### config.mk
export PLATFORM = sky130hd
export DESIGN_NAME = bresenham_line_pixel_generator
export DESIGN_NICKNAME = d
export VERILOG_FILES = /design/src/blpg_pkg.sv /design/src/bresenham_line_pixel_generator.sv /design/src/blpg_cmd_queue.sv /design/src/blpg_line_engine.sv
export SDC_FILE = /design/constraint.sdc
export NUM_CORES = 1
export LEC_CHECK = 0
export BUFFER_PORTS_ARGS = -buffer_cell sky130_fd_sc_hd__buf_2
export CAP_MARGIN = 20
export CORE_ASPECT_RATIO = 1.2
export CORE_MARGIN = 4
export CORE_UTILIZATION = 56
export DETAILED_ROUTE_END_ITERATION = 10
export GPL_TIMING_DRIVEN = 0
export PLACE_DENSITY_LB_ADDON = 0.12
export SETUP_SLACK_MARGIN = 0.3
export SYNTH_ARGS = -nofsm -noshare
export SYNTH_HDL_FRONTEND = slang
export SYNTH_SLANG_ARGS = --single-unit
### constraint.sdc
create_clock -name clock -period 25.7 [get_ports clock]
set_clock_uncertainty 0.2 [all_clocks]
set_input_delay 1.285 -clock clock [delete_from_list [all_inputs] [get_ports clock]]
set_output_delay 1.285 -clock clock [all_outputs]
set_load 0.02 [all_outputs]
### src/blpg_pkg.sv
package blpg_pkg;

   // Fixed widths of the stream fields.
   localparam int FIELD_COORD_W = 12;
   localparam int COLOR_W       = 32;
   localparam int OFFSET_W      = 24;
   localparam int REG_W         = 13;
   localparam int REQ_DATA_W    = 80;
   localparam int RSP_DATA_W    = 80;
   localparam int CSR_ADDR_W    = 1;

   // Command codes carried on req_tuser.
   localparam logic OP_START = 1'b0;
   localparam logic OP_STEP  = 1'b1;

   // Register indexes on the configuration port.
   localparam logic [CSR_ADDR_W-1:0] REG_FRAME_WIDTH  = 1'b0;
   localparam logic [CSR_ADDR_W-1:0] REG_FRAME_HEIGHT = 1'b1;

   // Register reset values.
   localparam logic [REG_W-1:0] RESET_FRAME_WIDTH  = 13'd640;
   localparam logic [REG_W-1:0] RESET_FRAME_HEIGHT = 13'd480;

   // Depth of the command queue between the front and back ends.
   localparam int CMD_QUEUE_DEPTH = 2;

   // One decoded command as it waits in the queue.
   typedef struct packed {
      logic                     opcode;
      logic [FIELD_COORD_W-1:0] x_start;
      logic [FIELD_COORD_W-1:0] y_start;
      logic [FIELD_COORD_W-1:0] x_end;
      logic [FIELD_COORD_W-1:0] y_end;
      logic [COLOR_W-1:0]       color;
   } cmd_type;

endpackage

### src/bresenham_line_pixel_generator.sv
// Bresenham line pixel generator.
// The req_ stream carries commands. A start transaction (req_tuser low) loads
// both endpoints and the line color and produces no output; it is dropped
// when frame_width is zero. A step transaction (req_tuser high) produces the
// next pixel of the line on the rsp_ stream; a step with no line in progress
// produces nothing. rsp_tlast marks the pixel at the second endpoint, after
// which the engine is idle. A start during a line replaces that line.
// rsp_tuser is the visible flag: when low the pixel is outside
// frame_width x frame_height and must not be written.
// Throughput is one transaction per cycle while the receiver keeps up.
// The Bresenham update and the row multiply run at the head of the command
// queue into the first stage; the output register completes the offset add.
// When the receiver stalls the two result stages fill, then the two-entry
// command queue fills and req_tready drops.
// Reset clears the queue, the pipeline and the line state, and sets the
// frame size to 640 x 480. The csr_ port is to be written only while
// idle, by the user; the block itself does not enforce this.
module bresenham_line_pixel_generator
   import blpg_pkg::*;
#(
   parameter int COORD_BITS = 12
)
(
   input  logic                  clock,
   input  logic                  reset,
   input  logic                  req_tvalid,
   output logic                  req_tready,
   // x_start, y_start, x_end, y_end, color
   input  logic [REQ_DATA_W-1:0] req_tdata,
   // opcode
   input  logic                  req_tuser,
   output logic                  rsp_tvalid,
   input  logic                  rsp_tready,
   // pixel_x, pixel_y, word_offset, pixel_color
   output logic [RSP_DATA_W-1:0] rsp_tdata,
   // visible
   output logic                  rsp_tuser,
   output logic                  rsp_tlast,
   input  logic                  csr_we,
   input  logic [CSR_ADDR_W-1:0] csr_addr,
   input  logic [REG_W-1:0]      csr_wdata
);

   logic [REG_W-1:0]         frame_width_ff, frame_width_in;
   logic [REG_W-1:0]         frame_height_ff, frame_height_in;
   logic                     cmd_valid;
   cmd_type                  cmd;
   logic                     cmd_pop;
   logic [FIELD_COORD_W-1:0] pixel_x;
   logic [FIELD_COORD_W-1:0] pixel_y;
   logic [OFFSET_W-1:0]      word_offset;
   logic [COLOR_W-1:0]       pixel_color;

   // Frame size registers.
   always_comb begin
      frame_width_in  = frame_width_ff;
      frame_height_in = frame_height_ff;
      if (csr_we) begin
         unique case (csr_addr)
            REG_FRAME_WIDTH:  frame_width_in  = csr_wdata;
            REG_FRAME_HEIGHT: frame_height_in = csr_wdata;
            default: ;
         endcase
      end
   end

   always_ff @(posedge clock) begin
      if (reset) begin
         frame_width_ff  <= RESET_FRAME_WIDTH;
         frame_height_ff <= RESET_FRAME_HEIGHT;
      end else begin
         frame_width_ff  <= frame_width_in;
         frame_height_ff <= frame_height_in;
      end
   end

   // Front end: decode and queue commands.
   blpg_cmd_queue u_front (
      .clock      (clock),
      .reset      (reset),
      .req_tvalid (req_tvalid),
      .req_tready (req_tready),
      .req_tdata  (req_tdata),
      .req_tuser  (req_tuser),
      .cmd_valid  (cmd_valid),
      .cmd        (cmd),
      .cmd_pop    (cmd_pop)
   );

   // Back end: line stepping and pixel output.
   blpg_line_engine #(
      .COORD_BITS (COORD_BITS)
   ) u_back (
      .clock        (clock),
      .reset        (reset),
      .frame_width  (frame_width_ff),
      .frame_height (frame_height_ff),
      .cmd_valid    (cmd_valid),
      .cmd          (cmd),
      .cmd_pop      (cmd_pop),
      .rsp_valid    (rsp_tvalid),
      .rsp_ready    (rsp_tready),
      .pixel_x      (pixel_x),
      .pixel_y      (pixel_y),
      .word_offset  (word_offset),
      .visible      (rsp_tuser),
      .pixel_color  (pixel_color),
      .last         (rsp_tlast)
   );

   assign rsp_tdata = {pixel_color, word_offset, pixel_y, pixel_x};

endmodule

### src/blpg_cmd_queue.sv
module blpg_cmd_queue
   import blpg_pkg::*;
(
   input  logic                  clock,
   input  logic                  reset,
   input  logic                  req_tvalid,
   output logic                  req_tready,
   input  logic [REQ_DATA_W-1:0] req_tdata,
   input  logic                  req_tuser,
   output logic                  cmd_valid,
   output cmd_type               cmd,
   input  logic                  cmd_pop
);

   localparam int PTR_W   = (CMD_QUEUE_DEPTH > 1) ? $clog2(CMD_QUEUE_DEPTH) : 1;
   localparam int COUNT_W = $clog2(CMD_QUEUE_DEPTH + 1);

   cmd_type              mem_ff [CMD_QUEUE_DEPTH];
   logic [PTR_W-1:0]     wr_ptr_ff, wr_ptr_in;
   logic [PTR_W-1:0]     rd_ptr_ff, rd_ptr_in;
   logic [COUNT_W-1:0]   count_ff, count_in;
   cmd_type              req_cmd;
   logic                 push;
   logic                 pop;

   // Split the incoming transaction into its command fields.
   always_comb begin
      req_cmd.opcode  = req_tuser;
      req_cmd.x_start = req_tdata[11:0];
      req_cmd.y_start = req_tdata[23:12];
      req_cmd.x_end   = req_tdata[35:24];
      req_cmd.y_end   = req_tdata[47:36];
      req_cmd.color   = req_tdata[79:48];
   end

   assign req_tready = (count_ff != COUNT_W'(CMD_QUEUE_DEPTH));
   assign push       = req_tvalid && req_tready;
   assign cmd_valid  = (count_ff != '0);
   assign pop        = cmd_pop && cmd_valid;
   assign cmd        = mem_ff[rd_ptr_ff];

   // Pointer and fill-count bookkeeping.
   always_comb begin
      wr_ptr_in = wr_ptr_ff;
      rd_ptr_in = rd_ptr_ff;
      count_in  = count_ff;
      if (push) begin
         wr_ptr_in = (wr_ptr_ff == PTR_W'(CMD_QUEUE_DEPTH - 1)) ? '0 : wr_ptr_ff + 1'b1;
      end
      if (pop) begin
         rd_ptr_in = (rd_ptr_ff == PTR_W'(CMD_QUEUE_DEPTH - 1)) ? '0 : rd_ptr_ff + 1'b1;
      end
      if (push && !pop) begin
         count_in = count_ff + 1'b1;
      end else if (pop && !push) begin
         count_in = count_ff - 1'b1;
      end
   end

   always_ff @(posedge clock) begin
      if (reset) begin
         wr_ptr_ff <= '0;
         rd_ptr_ff <= '0;
         count_ff  <= '0;
      end else begin
         wr_ptr_ff <= wr_ptr_in;
         rd_ptr_ff <= rd_ptr_in;
         count_ff  <= count_in;
      end
   end

   // Queue storage holds payload only.
   always_ff @(posedge clock) begin
      if (push) begin
         mem_ff[wr_ptr_ff] <= req_cmd;
      end
   end

endmodule

### src/blpg_line_engine.sv
module blpg_line_engine
   import blpg_pkg::*;
#(
   parameter int COORD_BITS = 12
)
(
   input  logic                     clock,
   input  logic                     reset,
   input  logic [REG_W-1:0]         frame_width,
   input  logic [REG_W-1:0]         frame_height,
   input  logic                     cmd_valid,
   input  cmd_type                  cmd,
   output logic                     cmd_pop,
   output logic                     rsp_valid,
   input  logic                     rsp_ready,
   output logic [FIELD_COORD_W-1:0] pixel_x,
   output logic [FIELD_COORD_W-1:0] pixel_y,
   output logic [OFFSET_W-1:0]      word_offset,
   output logic                     visible,
   output logic [COLOR_W-1:0]       pixel_color,
   output logic                     last
);

   localparam int ERR_W  = COORD_BITS + 2;
   localparam int E2_W   = COORD_BITS + 3;
   localparam int CMP_W  = (COORD_BITS > REG_W) ? COORD_BITS : REG_W;
   localparam int PROD_W = COORD_BITS + REG_W;

   // Line state.
   logic [COORD_BITS-1:0]   cur_x_ff, cur_x_in;
   logic [COORD_BITS-1:0]   cur_y_ff, cur_y_in;
   logic [COORD_BITS-1:0]   stop_x_ff, stop_x_in;
   logic [COORD_BITS-1:0]   stop_y_ff, stop_y_in;
   logic [COORD_BITS-1:0]   span_x_ff, span_x_in;
   logic [COORD_BITS-1:0]   span_y_ff, span_y_in;
   logic                    dir_x_neg_ff, dir_x_neg_in;
   logic                    dir_y_neg_ff, dir_y_neg_in;
   logic signed [ERR_W-1:0] err_ff, err_in;
   logic                    busy_ff, busy_in;
   logic [COLOR_W-1:0]      color_ff, color_in;

   // First pipeline stage: pixel coordinates and row product.
   logic                     a_valid_ff, a_valid_in;
   logic [FIELD_COORD_W-1:0] a_x_ff, a_y_ff;
   logic [OFFSET_W-1:0]      a_prod_ff;
   logic [OFFSET_W-1:0]      a_col_ff;
   logic                     a_vis_ff;
   logic                     a_last_ff;
   logic [COLOR_W-1:0]       a_color_ff;

   // Output register.
   logic                     b_valid_ff, b_valid_in;
   logic [FIELD_COORD_W-1:0] b_x_ff, b_y_ff;
   logic [OFFSET_W-1:0]      b_offset_ff;
   logic                     b_vis_ff;
   logic                     b_last_ff;
   logic [COLOR_W-1:0]       b_color_ff;

   logic                  b_ready;
   logic                  issue_ok;
   logic                  is_start;
   logic                  do_load;
   logic                  do_step;
   logic                  at_end;
   logic [COORD_BITS-1:0] x0, y0, x1, y1;
   logic signed [E2_W-1:0] e2, sx_ext, sy_ext, err_wide;
   logic                  move_x, move_y;
   logic [PROD_W-1:0]     prod;
   logic                  vis;

   // Handshake between the command head, the two stages and the receiver.
   assign b_ready  = !b_valid_ff || rsp_ready;
   assign issue_ok = !a_valid_ff || b_ready;
   assign is_start = (cmd.opcode == OP_START);
   assign cmd_pop  = cmd_valid && (is_start || !busy_ff || issue_ok);
   assign do_load  = cmd_pop && is_start && (frame_width != '0);
   assign do_step  = cmd_pop && !is_start && busy_ff;

   // Endpoints at the internal coordinate width.
   assign x0 = COORD_BITS'(cmd.x_start);
   assign y0 = COORD_BITS'(cmd.y_start);
   assign x1 = COORD_BITS'(cmd.x_end);
   assign y1 = COORD_BITS'(cmd.y_end);

   // Bresenham decision: doubled error against both spans.
   assign at_end = (cur_x_ff == stop_x_ff) && (cur_y_ff == stop_y_ff);
   assign sx_ext = $signed({3'b000, span_x_ff});
   assign sy_ext = $signed({3'b000, span_y_ff});
   assign e2     = $signed({err_ff, 1'b0});
   assign move_x = e2 > -sy_ext;
   assign move_y = e2 < sx_ext;

   always_comb begin
      err_wide = E2_W'(err_ff);
      if (move_x) begin
         err_wide = err_wide - sy_ext;
      end
      if (move_y) begin
         err_wide = err_wide + sx_ext;
      end
   end

   // Pixel address terms and clipping.
   assign prod = PROD_W'(cur_y_ff) * PROD_W'(frame_width);
   assign vis  = (CMP_W'(cur_x_ff) < CMP_W'(frame_width)) &&
                 (CMP_W'(cur_y_ff) < CMP_W'(frame_height));

   // Next line state.
   always_comb begin
      cur_x_in     = cur_x_ff;
      cur_y_in     = cur_y_ff;
      stop_x_in    = stop_x_ff;
      stop_y_in    = stop_y_ff;
      span_x_in    = span_x_ff;
      span_y_in    = span_y_ff;
      dir_x_neg_in = dir_x_neg_ff;
      dir_y_neg_in = dir_y_neg_ff;
      err_in       = err_ff;
      busy_in      = busy_ff;
      color_in     = color_ff;
      if (do_load) begin
         cur_x_in     = x0;
         cur_y_in     = y0;
         stop_x_in    = x1;
         stop_y_in    = y1;
         span_x_in    = (x1 > x0) ? x1 - x0 : x0 - x1;
         span_y_in    = (y1 > y0) ? y1 - y0 : y0 - y1;
         dir_x_neg_in = !(x0 < x1);
         dir_y_neg_in = !(y0 < y1);
         err_in       = $signed({2'b00, span_x_in}) - $signed({2'b00, span_y_in});
         color_in     = cmd.color;
         busy_in      = 1'b1;
      end else if (do_step) begin
         if (at_end) begin
            busy_in = 1'b0;
         end else begin
            err_in = err_wide[ERR_W-1:0];
            if (move_x) begin
               cur_x_in = dir_x_neg_ff ? cur_x_ff - 1'b1 : cur_x_ff + 1'b1;
            end
            if (move_y) begin
               cur_y_in = dir_y_neg_ff ? cur_y_ff - 1'b1 : cur_y_ff + 1'b1;
            end
         end
      end
   end

   always_ff @(posedge clock) begin
      if (reset) begin
         cur_x_ff     <= '0;
         cur_y_ff     <= '0;
         stop_x_ff    <= '0;
         stop_y_ff    <= '0;
         span_x_ff    <= '0;
         span_y_ff    <= '0;
         dir_x_neg_ff <= 1'b0;
         dir_y_neg_ff <= 1'b0;
         err_ff       <= '0;
         busy_ff      <= 1'b0;
         color_ff     <= '0;
      end else begin
         cur_x_ff     <= cur_x_in;
         cur_y_ff     <= cur_y_in;
         stop_x_ff    <= stop_x_in;
         stop_y_ff    <= stop_y_in;
         span_x_ff    <= span_x_in;
         span_y_ff    <= span_y_in;
         dir_x_neg_ff <= dir_x_neg_in;
         dir_y_neg_ff <= dir_y_neg_in;
         err_ff       <= err_in;
         busy_ff      <= busy_in;
         color_ff     <= color_in;
      end
   end

   // Stage valid flags advance only when the next stage has room.
   always_comb begin
      a_valid_in = a_valid_ff;
      b_valid_in = b_valid_ff;
      if (issue_ok) begin
         a_valid_in = do_step;
      end
      if (b_ready) begin
         b_valid_in = a_valid_ff;
      end
   end

   always_ff @(posedge clock) begin
      if (reset) begin
         a_valid_ff <= 1'b0;
         b_valid_ff <= 1'b0;
      end else begin
         a_valid_ff <= a_valid_in;
         b_valid_ff <= b_valid_in;
      end
   end

   // First stage captures the current pixel as the step is taken.
   always_ff @(posedge clock) begin
      if (do_step) begin
         a_x_ff     <= FIELD_COORD_W'(cur_x_ff);
         a_y_ff     <= FIELD_COORD_W'(cur_y_ff);
         a_prod_ff  <= OFFSET_W'(prod);
         a_col_ff   <= OFFSET_W'(cur_x_ff);
         a_vis_ff   <= vis;
         a_last_ff  <= at_end;
         a_color_ff <= color_ff;
      end
   end

   // Output register completes the word offset.
   always_ff @(posedge clock) begin
      if (b_ready && a_valid_ff) begin
         b_x_ff      <= a_x_ff;
         b_y_ff      <= a_y_ff;
         b_offset_ff <= a_prod_ff + a_col_ff;
         b_vis_ff    <= a_vis_ff;
         b_last_ff   <= a_last_ff;
         b_color_ff  <= a_color_ff;
      end
   end

   assign rsp_valid   = b_valid_ff;
   assign pixel_x     = b_x_ff;
   assign pixel_y     = b_y_ff;
   assign word_offset = b_offset_ff;
   assign visible     = b_vis_ff;
   assign pixel_color = b_color_ff;
   assign last        = b_last_ff;

endmodule

==> results of run 1 <==
final cells by class:
type | instances | area [um2] | area share
Inverter | 283 | 1062 | 0.03296
Timing Repair Buffer | 195 | 1099 | 0.03409
Tap cell | 644 | 805.8 | 0.02500
Antenna cell | 2 | 5.005 | 0.0001553
Clock buffer | 59 | 1286 | 0.03991
Clock inverter | 31 | 312.8 | 0.009706
Multi-Input combinational cell | 1798 | 14320 | 0.4442
Sequential cell | 480 | 12870 | 0.3994
Buffer | 109 | 467.9 | 0.01452
metal layers:
layer / routed length, um / vias up / track usage
li1: - / 9845 / -
met3: 3456 / 180 / 0.03348
met4: 3803 / 0 / 0.1157
met5: 0 / - / 0
met2: 37390 / 609 / 0.4692
met1: 29950 / 10110 / 0.3253
how the worst max path moves through the flow:
stage	from	end	cells past startpoint
finish	flop	u_back.err_ff[7]	24
global route	flop	u_back.err_ff[7]	21
CTS	flop	u_back.err_ff[7]	24
detailed placement	flop	u_back.err_ff[7]	24
global placement	rsp_tready	u_back.cur_y_ff[10]	11
floorplan	rsp_tready	u_back.cur_y_ff[10]	10
worst max-delay path, cell delays in order, from the launching register on:
cell	delay, ns
dfxtp_1	0.31
buf_4	0.21
clkbuf_1	0.52
clkbuf_1	0.71
mux2i_1	0.49
ha_1	0.31
buf_4	0.18
a21oi_1	0.24
o21ai_0	0.21
a221o_1	0.39
o21a_1	0.23
buf_6	0.14
buf_6	0.15
mux2i_1	0.49
inv_1	0.10
ha_1	0.30
nor2b_1	0.15
o211ai_1	0.21
nand3b_1	0.10
a21o_1	0.22
a21o_1	0.18
a21oi_1	0.19
xnor2_1	0.16
nor2_1	0.07
a2111oi_0	0.40
power breakdown:
| part | internal, mW | total (mW) | switching (mW) |
|---|---|---|---|
| registers | 0.991 | 1.12 | 0.131 |
| clock network | 0.393 | 0.702 | 0.310 |
| logic | 1.06 | 2.65 | 1.59 |
| total | 2.45 | 4.47 | 2.03 |
stage by stage:
stage	instances	hold slack, ns	setup slack (ns)	util	area, um2
finish	3601	0.2155	18.73	0.6388	32230
global route	3600	0.2240	18.33	0.6388	32220
detailed placement	3509	0.2045	18.68	0.6070	30620
CTS	3599	0.2148	18.66	0.6387	32220
global placement	3497	0.2014	13.30	0.6029	30420
floorplan	2670	0.2003	16.86	-	28690
registers in the layout (all words and copies together), names as in the netlist, 2 cells and up, named ones only:
name / count
frame_height_ff: 13
frame_width_ff: 13
u_back.a_color_ff: 32
u_back.a_prod_ff: 24
u_back.a_x_ff: 12
u_back.a_y_ff: 12
u_back.color_ff: 32
u_back.cur_x_ff: 12
u_back.cur_y_ff: 12
u_back.err_ff: 14
u_back.pixel_color: 32
u_back.pixel_x: 12
u_back.pixel_y: 12
u_back.span_x_ff: 12
u_back.span_y_ff: 12
u_back.stop_x_ff: 12
u_back.stop_y_ff: 12
u_back.word_offset: 24
u_front.count_ff: 2
u_front.mem_ff: 162
cells in the final DEF, fill, tap and decap left out, types with 16 or more instances in the layout:
master,n
nor3_1,34
dfxtp_1,154
o21a_1,16
ha_1,227
inv_1,283
xor2_1,52
o21ai_0,63
nand3_1,39
edfxtp_1,326
buf_2,191
nor2_1,191
clkbuf_1,87
xnor2_1,94
a211oi_1,95
nand2_1,243
mux2i_1,95
mux2_2,24
nand2b_1,21
fa_1,119
and2_1,57
nor2b_1,23
a21oi_1,144
clkbuf_16,49
a21o_1,27
logic make-up after synthesis:
family	share of synthesized area
simple gates	0.1170
flops	0.4486
compound gates	0.1119
buf+inv	0.05333
fa+ha+maj	0.1820
xor+xnor	0.04456
mux	0.04256
==> metrics.yaml, run 1 <==
clk_pin_slew_worst_paths_ns: 0.06
critPathRequiredTime_ns: 25.99
cts_tree: "built"
start_util: 0.5688
r2r_slack_ns: 18.73
leakagePower_nw: 13.38
hold_path.class: "flop to flop"
min-delay-start: "u_back.a_color_ff[21]"
rows: 90
postCtsSetupRepairBufs: 0
overflow: 0
path_class: "flop to flop"
finalHoldViolations: 0
syn_inst: 2670
min_delay_path_depth: 0
finalSetupTns_ns: 0
synth.area.top_cells: "edfxtp_1, dfxtp_1, ha_1"
grt_antenna_before_repair: 3
vdd_ir_drop_max_mv: 0.1464
clock_latency_ns: 0.61
fillers: 4043
grt_pass1_vias: 20620
setup_viol: 0
crit-reg2reg-capture: "u_back.err_ff[7]"
syn_area_um2: 28690
drive_above_1_share: 0.1191
synth_most_common_cell: "edfxtp_1"
wl_per_cell_um: 20.72
r2r_cells: 24
grtUsageTotal: 0.2647
cp-start-kind: "flop"
core-area_um2: 50450
synth-edff-count: 326
die_area_um2: 54940
cts.root.buffer_cell: "clkbuf_16"
cts-htree-levels: 2
gp_congestion: 0.9182
rsz0062_at_grt: "no"
status: "finished clean"
die_width_um: 214.6
fmax_mhz: 143.4
drc: 0
ant_nets: 0
period_share: 0.2713
worst_pin_slew_ns: 1.018
grt_max_degree: 62
cts.sinks: 480
yosysUniqueCellTypes: 85
critPathCaptureType: "flop"
via_per_inst: 5.761
grt_first_pass_wirelength_um: 114300
drt-total-wl_um: 74600
power_density_nw_per_um2: 138.8
numPortBuffers: 183
synth.yosys.seq_area_share: 0.4486
firstDrtPassIters: 5
syn_nets: 3116
cts_resized: 0
area.growth.synth_to_final_pct: 12.31
cap_viol_max_count: 0
yosys_warnings: 0
ys_seq_elements: 480
synth_commonest_cells: "edfxtp_1, inv_1, nand2_1"
yosysTopAreaCellShare: 0.3412
synth_flop_cell: "edfxtp_1"
power_mw: 4.473
worstHoldEndpoint: "u_back.pixel_color[21]"
hpwl_um: 59110
synth_top_cell_by_area: "edfxtp_1"
cts_hold_buf: 0
cts_buffer_depth: 3
max_slew_margin: 0.3217
numCtsBuffers: 48
min_period_ns: 6.973
drtIter0Drc: 1585
worstPathMaxFanout: 10
vias: 20740
critical_path_arrival_ns: 7.26
die_y_um: 256.0
postSynthAreaPerCell_um2: 10.75
slew_viol_final: 0
synthArstFlopShare: 0
nets: 3361
ios: 184
Power figures use the tool's default switching activity.
==> inputs of run 2 (changes only) <==
clock period = 6.2 ns   (was 25.7 ns; I/O delays follow)
==> metrics.yaml, run 2 (same netlist as run 1, synthesis figures left out) <==
cp-start-kind: "flop"  # unchanged
largest_reg_flops: 162  # unchanged
slew_viol_final: 0  # unchanged
crit-reg2reg-capture: "u_back.err_ff[9]"  # was u_back.err_ff[7]
drtIter0Drc: 1707  # was 1585
fin_util: 0.6780  # was 0.6388
cts_buffer_depth: 3  # unchanged
grt_antenna_before_repair: 1  # was 3
grt_max_degree: 63  # was 62
mostFrequentLayoutCell: "edfxtp_1"  # unchanged
overflow: 0  # unchanged
start_util: 0.5688  # unchanged
final_cells: 3721  # was 3601
leakagePower_nw: 14.20  # was 13.38 nW
slowest_stage: "or4b_4"  # was clkbuf_1
fmax_mhz: 174.7  # was 143.4 MHz
path_class: "flop to flop"  # unchanged
firstDrtPassIters: 7  # was 5
numPortBuffers: 183  # unchanged
rsz0062_at_grt: "no"  # unchanged
gp_congestion: 0.9905  # was 0.9182
r2r_start: "u_back.span_y_ff[5]"
ios: 184  # unchanged
drt-total-wl_um: 76750  # was 74600 um
wl_per_cell_um: 20.63  # was 20.72 um
final_cell_mix: "edfxtp_1, inv_1, nand2_1"  # unchanged
r2r_slack_ns: 0.48  # was 18.73 ns
max_slew_margin: 0.3817  # was 0.3217
cts-htree-levels: 2  # unchanged
clock_latency_ns: 0.63  # was 0.61 ns
rows: 90  # unchanged
max_flop_register: "u_front.mem_ff"  # unchanged
numCtsBuffers: 49  # was 48
min_period_ns: 5.725  # was 6.973 ns
period_share: 0.9234  # was 0.2713
cp_num_cells: 25  # was 24
vias: 21370  # was 20740
critPathCaptureType: "flop"  # unchanged
cp_slowest_stage_delay_ns: 0.57  # was 0.71 ns
cts.sinks: 480  # unchanged
drc: 0  # unchanged
placed_cells: 3507  # was 3509
finalSetupTns_ns: 0  # unchanged
die_width_um: 214.6  # unchanged
path_buf_inv: 4  # was 7
hold_path.class: "primary input to flop"  # was flop to flop
area.growth.synth_to_final_pct: 19.20  # was 12.31%
cts.root.buffer_cell: "clkbuf_16"  # unchanged
worstHoldEndpoint: "u_back.span_y_ff[10]"  # was u_back.pixel_color[21]
nets: 3481  # was 3361
hpwl_um: 58010  # was 59110 um
ant_nets: 0  # unchanged
grtUsageTotal: 0.2752  # was 0.2647
r2r_cells: 25  # was 24
worstPathMaxFanout: 5  # was 10
min-delay-start: "reset"  # was u_back.a_color_ff[21]
setup_viol: 0  # unchanged
min_delay_path_depth: 4  # was 0
core-area_um2: 50450  # unchanged
vdd_ir_drop_max_mv: 0.5047  # was 0.1464 mV
critical_path_arrival_ns: 6.00  # was 7.26 ns
die_y_um: 256.0  # unchanged
grt_first_pass_wirelength_um: 120100  # was 114300 um
worst_pin_slew_ns: 0.9275  # was 1.018 ns
cts_tree: "built"  # unchanged
power_density_nw_per_um2: 579.8  # was 138.8 nW/um2
grt_pass1_vias: 22060  # was 20620
via_per_inst: 5.742  # was 5.761
drive_above_1_share: 0.1580  # was 0.1191
clk_pin_slew_worst_paths_ns: 0.06  # about the same
cap_viol_max_count: 0  # unchanged
die_area_um2: 54940  # unchanged
critPathRequiredTime_ns: 6.48  # was 25.99 ns
cp_top_family: "simple AND/OR/NAND/NOR gates"  # was compound AO/OA/AOI/OAI gates
finalHoldViolations: 0  # unchanged
status: "finished clean"  # unchanged
[run 2: changes by cell type in the layout (fill, tap and decap cells not counted), moves of 8 or more]
cell,change
a21oi_1,-9
a21oi_2,+9
buf_4,+18
clkbuf_1,-27
clkbuf_2,+13
dfxtp_1,-15
dfxtp_4,+8
dlygate4sd3_1,+105
mux2i_1,-30
mux2i_2,+17
mux2i_4,+13
[run 2: tightest hold or removal path, cell delays in order]
cell and delay (ns):
buf_2 0.12, and4b_1 0.24, o21a_1 0.13, a211o_1 0.10
[run 2: cell type report]
class	count	area, um2
Fill cell	3735	16250
Multi-Input combinational cell	1798	14810
Sequential cell	480	12910
Timing Repair Buffer	314	2312
Clock buffer	67	1409
Inverter	283	1065
Tap cell	644	805.8
Buffer	109	573.1
Clock inverter	25	312.8
Antenna cell	1	2.502
[run 2: worst max path at each step]
stage / from / slack (ns) / to
3_5_place_dp: u_back.span_y_ff[3] / -0.80 / u_back.err_ff[13]
5_1_grt: u_back.span_y_ff[2] / 0.29 / u_back.err_ff[12]
3_3_place_gp: flop / -1.66 / u_back.cur_y_ff[10]
4_1_cts: u_back.cur_y_ff[1] / 0.30 / u_back.a_prod_ff[22]
2_1_floorplan: u_back.span_y_ff[3] / 0.58 / u_back.err_ff[13]
6_report: u_back.span_y_ff[5] / 0.48 / u_back.err_ff[9]
[run 2: metal layers]
layer | global-route usage | part of all wire | routed length [um]
met1 | 0.3302 | 0.39 | 29880
met2 | 0.4853 | 0.50 | 38510
met5 | 0 | 0 | 0
met4 | 0.1393 | 0.057 | 4396
met3 | 0.03788 | 0.052 | 3968
[run 2: metrics by stage]
stage / hold slack, ns / power, mW / area (um2) / worst slack [ns]
2_1_floorplan: 0.2003 / 12.60 / 28700 / 0.5761
3_3_place_gp: 0.2005 / 15.14 / 30420 / -1.658
3_5_place_dp: 0.2045 / 15.43 / 30650 / -0.8017
4_1_cts: 0.06976 / 19.08 / 33720 / 0.3006
5_1_grt: 0.1132 / 21.21 / 34200 / 0.2855
6_report: 0.1054 / 19.83 / 34200 / 0.4751
[run 2: repair_timing]
item                       4_1_cts  5_1_grt
resized for setup               75      129
gates cloned                     0        1
hold buffers                   105        0
setup endpoints to repair       18       12
setup buffers                    6        9
hold endpoints to repair       190        0
pin swaps                        2       15
[run 2: report_power, final]
group | total [mW] | switching, mW | internal (mW)
clock | 3.11 | 1.29 | 1.82
sequential | 4.69 | 0.567 | 4.12
combinational | 12.0 | 6.92 | 5.11
total | 19.8 | 8.77 | 11.1
==> inputs of run 3 (changes only) <==
REMOVE_ABC_BUFFERS = 1   (was unset)
==> metrics.yaml, run 3 (same netlist as run 1, synthesis figures left out) <==
clock_latency_ns: 0.62  # was 0.63 ns
wl_per_cell_um: 20.03  # was 20.63 um
worstPathMaxFanout: 18  # was 5
fin_util: 0.6678  # was 0.6780
min_delay_path_depth: 2  # was 4
detailroute.wirelength.met3_um: 3394  # was 3968 um
worstPathCellList: "and2_1 -> fa_1 -> inv_1 -> fa_1 -> inv_1 -> fa_1 -> fa_1 -> inv_1 -> fa_1 -> inv_1 -> ha_1 -> nor2_1 -> a21oi_1 -> o211ai_1 -> buf_4 -> a21oi_1 -> o21a_1 -> nor2_1 -> o21ai_0 -> a211oi_1 -> xnor2_1"
min-delay-start: "reset"  # unchanged
numCtsBuffers: 49  # unchanged
setup_viol: 0  # unchanged
die_width_um: 214.6  # unchanged
overflow: 0  # unchanged
clk_pin_slew_worst_paths_ns: 0.06  # about the same
holdWs_ns: 0.03783  # was 0.1054 ns
fmax_mhz: 175.6  # was 174.7 MHz
path_class: "flop to flop"  # unchanged
path_buf_inv: 5  # was 4
area.growth.synth_to_final_pct: 17.42  # was 19.20%
gp_congestion: 0.9020  # was 0.9905
power_density_nw_per_um2: 565.4  # was 579.8 nW/um2
rsz0062_at_grt: "yes"  # was no
final_cell_mix: "edfxtp_1, inv_1, nand2_1"  # unchanged
drc: 0  # unchanged
grt_antenna_before_repair: 2  # was 1
cts-htree-levels: 2  # unchanged
critPathCaptureType: "flop"  # unchanged
grt_pass1_vias: 21320  # was 22060
rows: 90  # unchanged
via_per_inst: 5.731  # was 5.742
fin_area_um2: 33690  # was 34200 um2
r2r_cells: 21  # was 25
r2r_start: "u_back.cur_y_ff[7]"  # was u_back.span_y_ff[5]
numPortBuffers: 183  # unchanged
finalHoldViolations: 0  # unchanged
worstHoldEndpoint: "u_back.rsp_valid"  # was u_back.span_y_ff[10]
cts.sinks: 480  # unchanged
fillers: 3806  # was 3735
max_slew_margin: 0.3492  # was 0.3817
mostFrequentLayoutCell: "edfxtp_1"  # unchanged
critPathRequiredTime_ns: 6.36  # was 6.48 ns
drt-total-wl_um: 72730  # was 76750 um
status: "finished clean"  # unchanged
worst_pin_slew_ns: 0.9762  # was 0.9275 ns
finalSetupTns_ns: 0  # unchanged
dr.max_layer_used: "met4"  # unchanged
cts_tree: "built"  # unchanged
cp_slowest_stage_delay_ns: 0.53  # was 0.57 ns
cp-start-kind: "flop"  # unchanged
vias: 20810  # was 21370
period_share: 0.9188  # was 0.9234
nets: 3390  # was 3481
largest_reg_flops: 162  # unchanged
hpwl_um: 51680  # was 58010 um
vdd_ir_drop_max_mv: 0.5305  # was 0.5047 mV
power_mw: 19.05  # was 19.83 mW
cap_viol_max_count: 0  # unchanged
crit-reg2reg-capture: "u_back.a_prod_ff[22]"  # was u_back.err_ff[9]
critical_path_arrival_ns: 5.86  # was 6.00 ns
place_area_um2: 30490  # was 30650 um2
hold_path.class: "primary input to flop"  # unchanged
core-area_um2: 50450  # unchanged
fin_ws_ns: 0.5037  # was 0.4751 ns
leakagePower_nw: 14.00  # was 14.20 nW
slowest_stage: "fa_1"  # was or4b_4
cts.root.buffer_cell: "clkbuf_16"  # unchanged
placed_cells: 3415  # was 3507
ant_nets: 0  # unchanged
min_period_ns: 5.696  # was 5.725 ns
cp_top_family: "adder cells"  # was simple AND/OR/NAND/NOR gates
r2r_slack_ns: 0.50  # was 0.48 ns
die_area_um2: 54940  # unchanged
die_y_um: 256.0  # unchanged
ios: 184  # unchanged
slew_viol_final: 0  # unchanged
pre_cts_slack_ns: -0.4420  # was -0.8017 ns
drtIter0Drc: 1468  # was 1707
firstDrtPassIters: 5  # was 7
wl_met2_um: 37500  # was 38510 um
drive_above_1_share: 0.1484  # was 0.1580
cpMostUsedCell: "fa_1"
start_util: 0.5688  # unchanged
cts_buffer_depth: 3  # unchanged
final_cells: 3631  # was 3721
max_flop_register: "u_front.mem_ff"  # unchanged
grtUsageTotal: 0.2587  # was 0.2752
met1_length_um: 29130  # was 29880 um
grt_first_pass_wirelength_um: 114200  # was 120100 um
grt_max_degree: 106  # was 63
[run 3: cell count changes in the layout (fill, tap and decap cells not counted), moves of 8 or more]
cell,delta
clkbuf_2,-15
clkbuf_1,-57
buf_1,-8
buf_2,-11
mux2i_1,+14
dfxtp_2,+9
dfxtp_1,-8
[run 3: cell type report]
class / count / area (um2) / area share
multi-input combinational: 1799 / 14580 / 0.4327
clock buffer: 54 / 1265 / 0.03755
inverter: 283 / 1062 / 0.03153
sequential: 480 / 12920 / 0.3834
clock inverter: 38 / 441.7 / 0.01311
timing repair buffer: 331 / 2616 / 0.07765
antenna: 2 / 5.005 / 0.0001485
tap: 644 / 805.8 / 0.02392
[run 3: routing by layer]
| metal | up-vias | global-route usage |
|---|---|---|
| li1 | 9914 | - |
| met1 | 10190 | 0.3136 |
| met2 | 540 | 0.4656 |
| met3 | 164 | 0.03788 |
| met4 | 0 | 0.1012 |
| met5 | - | 0 |
[run 3: power by group]
| group | switching, mW | total [mW] | internal, mW |
|---|---|---|---|
| logic | 6.40 | 11.2 | 4.79 |
| registers | 0.644 | 4.76 | 4.12 |
| clock network | 1.33 | 3.09 | 1.76 |
| total | 8.38 | 19.0 | 10.7 |
[run 3: timing repair]
| action | in CTS | in global routing |
|---|---|---|
| gates resized for setup | 31 | 52 |
| hold buffers | 100 | 0 |
| pin swaps | 1 | 8 |
| endpoints found under the setup margin | 14 | 12 |
| endpoints found under the hold margin | 190 | 0 |
| gates cloned | 1 | 2 |
| setup buffers | 3 | 16 |
[run 3: how the worst max path moves through the flow]
stage                         from              endpoint  slack (ns)  cells past startpoint
2_1_floorplan                 flop   u_back.cur_y_ff[11]       -5.73                      8
3_3_place_gp                  flop    u_back.cur_y_ff[8]      -12.02                      7
3_5_place_dp   u_back.span_y_ff[3]     u_back.err_ff[13]       -0.44                     23
4_1_cts         u_back.cur_y_ff[9]  u_back.a_prod_ff[22]        0.30                     19
5_1_grt        u_back.span_y_ff[2]      u_back.err_ff[9]        0.24                     24
6_report        u_back.cur_y_ff[7]  u_back.a_prod_ff[22]        0.50                     21
[run 3: worst reg2reg max path, stage by stage (launching register included)]
cell and delay, ns:
dfxtp_2 0.49, and2_1 0.27, fa_1 0.49, inv_1 0.06, fa_1 0.53, inv_1 0.05
fa_1 0.45, fa_1 0.49, inv_1 0.05, fa_1 0.48, inv_1 0.05, ha_1 0.35
nor2_1 0.08, a21oi_1 0.19, o211ai_1 0.12, buf_4 0.16, a21oi_1 0.16, o21a_1 0.15
nor2_1 0.06, o21ai_0 0.27, a211oi_1 0.14, xnor2_1 0.14
